[src/design/mexp_pkg.sv]
// ----------------------------------------------------------------------------
// mexp_pkg
// Shared widths, register codes, sequencer states and the multiplier
// status type for the modular exponentiation core.
// ----------------------------------------------------------------------------
package mexp_pkg;

	localparam int unsigned MEXP_DATA_W    = 63;
	localparam int unsigned MEXP_MODULUS_W = 63;
	localparam int unsigned MEXP_INDEX_W   = 8;

	typedef enum logic [MEXP_INDEX_W-1:0] {
		REG_MODULUS  = 8'd0,
		REG_EXPONENT = 8'd1
	} cfg_reg_t;

	typedef enum logic [2:0] {
		ST_IDLE,
		ST_REDUCE,
		ST_NEXT,
		ST_MUL_ACC,
		ST_MUL_SQ,
		ST_FINISH
	} seq_state_t;

	typedef struct packed {
		logic busy;
		logic done;
	} mul_sts_t;

endpackage

[src/design/mexp_if.sv]
// ----------------------------------------------------------------------------
// mexp channel interfaces
// Valid/ready channels for configuration writes, incoming bases and
// outgoing results.
// ----------------------------------------------------------------------------
interface mexp_cfg_if import mexp_pkg::*; ();
	logic                    valid;
	logic                    ready;
	logic [MEXP_INDEX_W-1:0] index;
	logic [MEXP_DATA_W-1:0]  data;

	modport source(output valid, index, data, input ready);
	modport sink(input valid, index, data, output ready);
endinterface

interface mexp_operand_if import mexp_pkg::*; ();
	logic                   valid;
	logic                   ready;
	logic [MEXP_DATA_W-1:0] base;

	modport source(output valid, base, input ready);
	modport sink(input valid, base, output ready);
endinterface

interface mexp_result_if import mexp_pkg::*; ();
	logic                   valid;
	logic                   ready;
	logic [MEXP_DATA_W-1:0] power;

	modport source(output valid, power, input ready);
	modport sink(input valid, power, output ready);
endinterface

[src/design/mexp_modmul.sv]
// ----------------------------------------------------------------------------
// mexp_modmul
// Bit-serial modular multiplier: scans b from its top bit, one bit per
// cycle, keeping acc = (2*acc + bit*a) mod m below the modulus.
// ----------------------------------------------------------------------------
module mexp_modmul import mexp_pkg::*; #(
	parameter int unsigned W = MEXP_MODULUS_W
) (
	input  logic         clk,
	input  logic         arst_n,
	input  logic         start,
	input  logic [W-1:0] a,
	input  logic [W-1:0] b,
	input  logic [W-1:0] m,
	output mul_sts_t     sts,
	output logic [W-1:0] product
);

	localparam int unsigned CNT_W = $clog2(W + 1);
	localparam int unsigned TW    = W + 3;

	logic             busy_q;
	logic             done_q;
	logic [CNT_W-1:0] cnt_q;
	logic [W-1:0]     acc_q;
	logic [W-1:0]     a_q;
	logic [W-1:0]     b_q;

	logic [TW-1:0] sum;
	logic [TW-1:0] less_one;
	logic [TW-1:0] less_two;
	logic [W-1:0]  acc_nxt;

	// sum < 3m, so subtracting 0, m or 2m lands exactly one candidate in [0, m)
	always_comb begin
		sum      = {2'b00, acc_q, 1'b0} + (b_q[W-1] ? {3'b000, a_q} : '0);
		less_one = sum - {3'b000, m};
		less_two = sum - {2'b00, m, 1'b0};
		if (!less_two[TW-1]) begin
			acc_nxt = less_two[W-1:0];
		end else if (!less_one[TW-1]) begin
			acc_nxt = less_one[W-1:0];
		end else begin
			acc_nxt = sum[W-1:0];
		end
	end

	always_ff @(posedge clk or negedge arst_n) begin
		if (!arst_n) begin
			busy_q <= 1'b0;
			done_q <= 1'b0;
			cnt_q  <= '0;
		end else begin
			done_q <= 1'b0;
			if (start) begin
				busy_q <= 1'b1;
				cnt_q  <= CNT_W'(W);
			end else if (busy_q) begin
				cnt_q <= cnt_q - CNT_W'(1);
				if (cnt_q == CNT_W'(1)) begin
					busy_q <= 1'b0;
					done_q <= 1'b1;
				end
			end
		end
	end

	always_ff @(posedge clk) begin
		if (start) begin
			acc_q <= '0;
			a_q   <= a;
			b_q   <= b;
		end else if (busy_q) begin
			acc_q <= acc_nxt;
			b_q   <= {b_q[W-2:0], 1'b0};
		end
	end

	assign sts.busy = busy_q;
	assign sts.done = done_q;
	assign product  = acc_q;

	a_acc_reduced: assert property (@(posedge clk) disable iff (!arst_n)
		busy_q |-> (acc_q < m))
		else $error("modmul accumulator left the residue range");

	a_modulus_held: assert property (@(posedge clk) disable iff (!arst_n)
		(busy_q && $past(busy_q)) |-> $stable(m))
		else $error("modulus changed during a multiplication");

	a_done_ends_run: assert property (@(posedge clk) disable iff (!arst_n)
		done_q |-> (!busy_q && $past(busy_q) && $past(cnt_q) == CNT_W'(1)))
		else $error("modmul done without a completed run");

endmodule

[src/design/mexp_seq.sv]
// ----------------------------------------------------------------------------
// mexp_seq
// Right-to-left square-and-multiply sequencer: reduces the base, walks the
// exponent bit by bit through the shared multiplier, holds the result.
// ----------------------------------------------------------------------------
module mexp_seq import mexp_pkg::*; #(
	parameter int unsigned W = MEXP_MODULUS_W
) (
	input  logic                  clk,
	input  logic                  arst_n,
	mexp_operand_if.sink          operand,
	mexp_result_if.source         result,
	input  logic [W-1:0]          m,
	input  logic [W-1:0]          exponent,
	input  mul_sts_t              mul_sts,
	input  logic [W-1:0]          product,
	output logic                  mul_start,
	output logic [W-1:0]          mul_a,
	output logic [W-1:0]          mul_b
);

	seq_state_t state_q;
	seq_state_t state_d;

	logic [W-1:0]           e_q;
	logic [W-1:0]           acc_q;
	logic [W-1:0]           sq_q;
	logic                   out_valid_q;
	logic [MEXP_DATA_W-1:0] power_q;

	logic         slot_free;
	logic [W-1:0] acc_fold;

	assign slot_free = !out_valid_q || result.ready;
	// acc is below m except for its initial 1 when m is 1
	assign acc_fold  = (acc_q >= m) ? (acc_q - m) : acc_q;

	always_comb begin
		state_d = state_q;
		unique case (state_q)
			ST_IDLE: begin
				if (operand.valid) state_d = ST_REDUCE;
			end
			ST_REDUCE, ST_MUL_ACC, ST_MUL_SQ: begin
				if (mul_sts.done) state_d = ST_NEXT;
			end
			ST_NEXT: begin
				if (e_q == '0) begin
					state_d = ST_FINISH;
				end else if (e_q[0]) begin
					state_d = ST_MUL_ACC;
				end else begin
					state_d = ST_MUL_SQ;
				end
			end
			ST_FINISH: begin
				if (slot_free) state_d = ST_IDLE;
			end
			default: state_d = ST_IDLE;
		endcase
	end

	always_comb begin
		operand.ready = 1'b0;
		mul_start     = 1'b0;
		mul_a         = sq_q;
		mul_b         = sq_q;
		unique case (state_q)
			ST_IDLE: begin
				operand.ready = 1'b1;
				mul_start     = operand.valid;
				mul_a         = W'(1);
				mul_b         = operand.base[W-1:0];
			end
			ST_NEXT: begin
				mul_start = (e_q != '0);
				if (e_q[0]) mul_a = acc_fold;
			end
			default: begin
				mul_start = 1'b0;
			end
		endcase
	end

	always_ff @(posedge clk or negedge arst_n) begin
		if (!arst_n) begin
			state_q     <= ST_IDLE;
			out_valid_q <= 1'b0;
		end else begin
			state_q <= state_d;
			if (state_q == ST_FINISH && slot_free) begin
				out_valid_q <= 1'b1;
			end else if (result.ready) begin
				out_valid_q <= 1'b0;
			end
		end
	end

	always_ff @(posedge clk) begin
		if (state_q == ST_IDLE && operand.valid) begin
			e_q   <= exponent;
			acc_q <= W'(1);
		end
		if (mul_sts.done) begin
			case (state_q)
				ST_REDUCE: sq_q <= product;
				ST_MUL_ACC: begin
					acc_q <= product;
					e_q   <= {e_q[W-1:1], 1'b0};
				end
				ST_MUL_SQ: begin
					sq_q <= product;
					e_q  <= {1'b0, e_q[W-1:1]};
				end
				default: ;
			endcase
		end
		if (state_q == ST_FINISH && slot_free) begin
			power_q <= MEXP_DATA_W'(acc_q);
		end
	end

	assign result.valid = out_valid_q;
	assign result.power = power_q;

	a_acc_on_set_bit: assert property (@(posedge clk) disable iff (!arst_n)
		(state_q == ST_MUL_ACC) |-> e_q[0])
		else $error("accumulate step without a set exponent bit");

	a_done_in_mul_state: assert property (@(posedge clk) disable iff (!arst_n)
		mul_sts.done |->
			(state_q == ST_REDUCE || state_q == ST_MUL_ACC || state_q == ST_MUL_SQ))
		else $error("multiplier finished outside a multiply state");

	a_idle_mul_quiet: assert property (@(posedge clk) disable iff (!arst_n)
		(state_q == ST_IDLE || state_q == ST_FINISH || state_q == ST_NEXT)
			|-> !mul_sts.busy)
		else $error("multiplier busy while sequencer not waiting on it");

endmodule

[src/design/modular_exponentiation_core.sv]
// ----------------------------------------------------------------------------
// modular_exponentiation_core
// power = base^exponent mod modulus by right-to-left square-and-multiply
// over a bit-serial modular multiplier.
// ----------------------------------------------------------------------------
//  channel   dir   payload               transfer when
//  cfg       in    index, data           valid & ready (ready always high)
//  operand   in    base                  valid & ready
//  result    out   power                 valid & ready
//
// A modular multiplication takes one bit of the multiplier operand per cycle
// (W = MODULUS_WIDTH bits). An item takes 1 + (L-1) + P multiplications,
// L the bit length and P the count of set bits of a nonzero exponent (one
// multiplication for a zero exponent).
// One item is in flight at a time; the result register frees the sequencer,
// so the next base is taken while a result waits on a stalled sink.
// Reset sets modulus to 1 and exponent to 0; no clearing pass is needed.
// ----------------------------------------------------------------------------
module modular_exponentiation_core import mexp_pkg::*; #(
	parameter int unsigned MODULUS_WIDTH = MEXP_MODULUS_W
) (
	input  logic           clk,
	input  logic           arst_n,
	mexp_cfg_if.sink       cfg,
	mexp_operand_if.sink   operand,
	mexp_result_if.source  result
);

	localparam int unsigned W = MODULUS_WIDTH;

	logic [W-1:0] modulus_q;
	logic [W-1:0] exponent_q;
	logic [W-1:0] m_eff;

	mul_sts_t     mul_sts;
	logic [W-1:0] product;
	logic         mul_start;
	logic [W-1:0] mul_a;
	logic [W-1:0] mul_b;

	assign cfg.ready = 1'b1;

	always_ff @(posedge clk or negedge arst_n) begin
		if (!arst_n) begin
			modulus_q  <= W'(1);
			exponent_q <= '0;
		end else if (cfg.valid) begin
			unique case (cfg.index)
				REG_MODULUS:  modulus_q  <= cfg.data[W-1:0];
				REG_EXPONENT: exponent_q <= cfg.data[W-1:0];
				default: ;
			endcase
		end
	end

	// zero modulus acts as modulus 1
	assign m_eff = (modulus_q == '0) ? W'(1) : modulus_q;

	mexp_seq #(.W(W)) u_seq (
		.clk       (clk),
		.arst_n    (arst_n),
		.operand   (operand),
		.result    (result),
		.m         (m_eff),
		.exponent  (exponent_q),
		.mul_sts   (mul_sts),
		.product   (product),
		.mul_start (mul_start),
		.mul_a     (mul_a),
		.mul_b     (mul_b)
	);

	mexp_modmul #(.W(W)) u_modmul (
		.clk     (clk),
		.arst_n  (arst_n),
		.start   (mul_start),
		.a       (mul_a),
		.b       (mul_b),
		.m       (m_eff),
		.sts     (mul_sts),
		.product (product)
	);

endmodule

[src/flat_wrapper.sv]
// flat-port wrapper written by rule: the top's interface ports become plain ports
module modular_exponentiation_core_flat import mexp_pkg::*;
#(
	parameter int unsigned MODULUS_WIDTH = MEXP_MODULUS_W
)
  (clk, arst_n, cfg_valid, cfg_index, cfg_data, cfg_ready, operand_valid, operand_base, operand_ready, result_valid, result_power, result_ready);
  mexp_cfg_if cfg_i ();
  mexp_operand_if operand_i ();
  mexp_result_if result_i ();
  input  logic clk;
  input  logic arst_n;
  input wire logic [$bits(cfg_i.valid)-1:0] cfg_valid;
  input wire logic [$bits(cfg_i.index)-1:0] cfg_index;
  input wire logic [$bits(cfg_i.data)-1:0] cfg_data;
  output wire logic [$bits(cfg_i.ready)-1:0] cfg_ready;
  input wire logic [$bits(operand_i.valid)-1:0] operand_valid;
  input wire logic [$bits(operand_i.base)-1:0] operand_base;
  output wire logic [$bits(operand_i.ready)-1:0] operand_ready;
  output wire logic [$bits(result_i.valid)-1:0] result_valid;
  output wire logic [$bits(result_i.power)-1:0] result_power;
  input wire logic [$bits(result_i.ready)-1:0] result_ready;
  assign cfg_i.valid = cfg_valid;
  assign cfg_i.index = cfg_index;
  assign cfg_i.data = cfg_data;
  assign cfg_ready = cfg_i.ready;
  assign operand_i.valid = operand_valid;
  assign operand_i.base = operand_base;
  assign operand_ready = operand_i.ready;
  assign result_valid = result_i.valid;
  assign result_power = result_i.power;
  assign result_i.ready = result_ready;
  modular_exponentiation_core #(.MODULUS_WIDTH(MODULUS_WIDTH)) u_core (.clk(clk), .arst_n(arst_n), .cfg(cfg_i), .operand(operand_i), .result(result_i));
endmodule
[config.mk]
export PLATFORM = sky130hd
export DESIGN_NAME = modular_exponentiation_core_flat
export DESIGN_NICKNAME = d
export VERILOG_FILES = /design/src/design/mexp_pkg.sv /design/src/design/mexp_if.sv /design/src/design/mexp_modmul.sv /design/src/design/mexp_seq.sv /design/src/design/modular_exponentiation_core.sv /design/src/flat_wrapper.sv
export SDC_FILE = /design/constraint.sdc
export NUM_CORES = 2
export LEC_CHECK = 0
export ABC_AREA = 1
export BUFFER_PORTS_ARGS = -buffer_cell sky130_fd_sc_hd__buf_4
export CAP_MARGIN = 15
export CORE_MARGIN = 3
export CORE_UTILIZATION = 36
export CTS_BUF_LIST = sky130_fd_sc_hd__clkbuf_16
export CTS_CLUSTER_DIAMETER = 200
export DETAILED_ROUTE_END_ITERATION = 16
export MAX_ROUTING_LAYER = met4
export PLACE_DENSITY = 0.63
export SLEW_MARGIN = 0
export SYNTH_ARGS = -nofsm -noshare
export SYNTH_HDL_FRONTEND = slang
export SYNTH_SLANG_ARGS = --single-unit
[constraint.sdc]
create_clock -name clk -period 17.2 [get_ports clk]
set_input_delay 0.86 -clock clk [delete_from_list [all_inputs] [get_ports clk]]
set_output_delay 0.86 -clock clk [all_outputs]
set_load 0.02 [all_outputs]
==> impl_metrics.csv <==
group,metric,value,unit
grt,grt_pass1_vias,44435,
sta,tightest_slew,1.14,ns
logic_synthesis,ys_seq_elements,579,
cts,post_cts_resize_count,0,
layout,drive_above_1_share,0.0667,
sta,fin_worst_skew,0.0436,ns
floorplanning,die_y,359,µm
placement,dp.final_hpwl,199,mm
logic_synthesis,synth_commonest_cells,"nand2_1, inv_1, nor2_1",
logic_synthesis,ys_types,55,
sta,whs,0.210,ns
logic_synthesis,synth_area,45000,µm²
status,status,"finished clean",
worst_setup_path,worst-setup-path-type,"reg2reg",
grt,antenna_found_initial,25,
sta,fin_crit,7.88,ns
routing,drc,0,
logic_synthesis,synth_top_area_share,0.210,
routing,ant_nets,0,
logic_synthesis,yosys.cell_count.top_type,"nand2_1",
floorplanning,die_w,359,µm
grt,overflow,0,
routing,post_drt_wl_per_cell,28.3,µm
layout,final_cell_area,50400,µm²
logic_synthesis,netlist_top_cells_area,"edfxtp_1, nand2_1, inv_1",
logic_synthesis,ys_seq_area_frac,0.343,
placement,port_buffers,203,
cts,post_cts_buffers,0,
worst_setup_path,required,17.82,ns
routing,drt-total-wl,240,mm
routing,viasPerCell,5.62,
logic_synthesis,yosys_warnings,0,
cts,path_clk_slew,0.06,ns
cts,clk_latency,0.69,ns
logic_synthesis,yosys_most_used_dff,"edfxtp_1",
sta,rsz0062_at_grt,"false",
worst_setup_path,path_max_fanout,63,
floorplanning,io_pins,205,
logic_synthesis,async_flop_share,0.238,
worst_setup_path,worst_ep_arrival_time,8.50,ns
logic_synthesis,synth.largest_area_cell,"edfxtp_1",
worst_setup_path,critPathSlowestCell,"buf_4",
logic_synthesis,syn_avg_cell_area,6.75,µm²
placement,place_area,48100,µm²
grt,track_usage,0.371,
sta,setup_viol,0,
grt,grt_pass1_wl,333,mm
layout,area_growth,12.1,%
floorplanning,rows,129,
logic_synthesis,netlist_instances,6658,
worst_setup_path,cpMostUsedCell,"nand2_1",
floorplanning,core,124000,µm²
grt,grt_max_degree,179,
cts,cts_buffers,71,
cts,cts.path.max_buffers,3,
worst_setup_path,crit_path_start_kind,"register",
sta,min_period_over_period,0.458,
worst_setup_path,endpoint_kind,"register",
floorplanning,initial_core_util,0.363,
sta,final.setup.tns,0,ns
sta,hold_violations,0,
sta,max_freq,127,MHz
cts,cts_hold_buffers,0,
logic_synthesis,syn_nets,7054,
floorplanning,dieArea,129000,µm²
routing,drtIter0Drc,5758,
cts,cts_tree,"yes",
placement,gp_congestion,1.09,
routing,dr.pass1.iters,8,
sta,maxSlewViolCount,0,
routing,vias,47682,
cts,htreeDepth,3,
min_path,hold_class,"in2async",
sta,slew_headroom,0.242,
job,drv_cap,0,
worst_setup_path,slowest_delay,0.57,ns
logic_synthesis,synth-edff-count,314,
layout,num-nets-final,7176,
cts,root_buffer,"clkbuf_16",
cts,cts.sinks,579,
-- sequential cells by signal (all words and copies together), names as in the netlist --
name	cells
u_core.u_modmul.done_q	1
u_core.u_seq.sq_q	63
u_core.u_modmul.cnt_q	6
u_core.modulus_q	63
u_core.exponent_q	63
u_core.u_modmul.b_q	63
u_core.u_seq.result.valid	1
u_core.u_modmul.product	63
u_core.u_seq.acc_q	63
u_core.u_seq.e_q	63
u_core.u_modmul.a_q	63
u_core.u_seq.state_q	3
u_core.u_seq.result.power	63
u_core.u_modmul.busy_q	1
-- routing by layer --
metal  track usage  up-vias  wire [µm]
li1              -    22059          -
met5             -        -          0
met1         0.502    22828     106000
met3        0.0622      424      19800
met4         0.175        0      13900
met2         0.539     2371     101000
-- cells by family (layout without fill, tap and decap cells) --
family,after synthesis,count (layout),synth area share
AO/OA/AOI/OAI,1262,1262,0.156
XOR/XNOR,170,170,0.0331
adder cells (fa/ha/maj),257,257,0.0722
buffers and inverters,1185,1365,0.102
flip-flops,579,579,0.343
multiplexers,1,1,0.000250
other,1,15,0.0000834
AND/OR/NAND/NOR,3203,3203,0.294
-- stage by stage --
stage | std cells | worst slack, ns | util
global placement | 8342 | 9.43 | 0.388
finish | 8489 | 9.32 | 0.407
detailed placement | 8342 | 9.49 | 0.388
global route | 8486 | 8.82 | 0.407
floorplan | 6658 | 11.35 | -
CTS | 8473 | 9.48 | 0.406
-- cell usage in the layout, fill, tap and decap left out, types with 22 or more instances in the layout --
cell,netlist,routed
dfxtp_1,127,126
o21ai_0,432,432
nand4_1,54,54
a21o_1,37,37
o22ai_1,96,96
edfxtp_1,314,314
clkbuf_16,0,72
dfrtp_1,137,136
xnor2_1,50,50
buf_4,8,241
a21oi_2,26,26
xor2_1,120,120
a21oi_1,471,471
ha_1,253,253
nor3_1,52,52
nand3b_1,27,27
o21bai_1,48,48
nor2_1,805,803
nand2_1,1765,1760
inv_1,976,986
nor4_1,40,40
nand3_1,388,386
a31oi_1,79,79
o211ai_1,22,22
-- final cells by class --
type                            instances  area, µm²
Tap cell                             1637       2050
Clock buffer                           72       1800
Antenna cell                           14       35.0
Fill cell                           13285      73400
Multi-Input combinational cell       4894      25000
Inverter                              989       3710
Clock inverter                         59        427
Timing Repair Buffer                  245       1900
Sequential cell                       579      15400
-- critical path, delay by kind of cell, from the launching register on --
family                   cells  cell delay (ns)
AND/OR/NAND/NOR             16             2.94
flip-flops                   1             0.33
AO/OA/AOI/OAI                5             0.94
XOR/XNOR                     1             0.55
adder cells (fa/ha/maj)      2             0.62
buffers and inverters        8             2.35
-- path summary, 6_finish.rpt --
kind,from,to,slack [ns],depth (start not counted)
max,u_core.u_modmul.b_q[62],u_core.u_modmul.product[30],9.32,32
min,arst_n,u_core.u_seq.result.valid,0.21,1
max reg2reg,u_core.u_modmul.b_q[62],u_core.u_modmul.product[30],9.32,32
min reg2reg,u_core.exponent_q[20],u_core.exponent_q[20],0.49,2
max in group asynchronous,arst_n,u_core.modulus_q[61],15.52,2
min in group clk,cfg_data[23],u_core.exponent_q[23],0.47,3
Power is left out: the tool's default activity adds up to more than one toggle a clock period on the data nets, which glitch-free logic cannot reach.
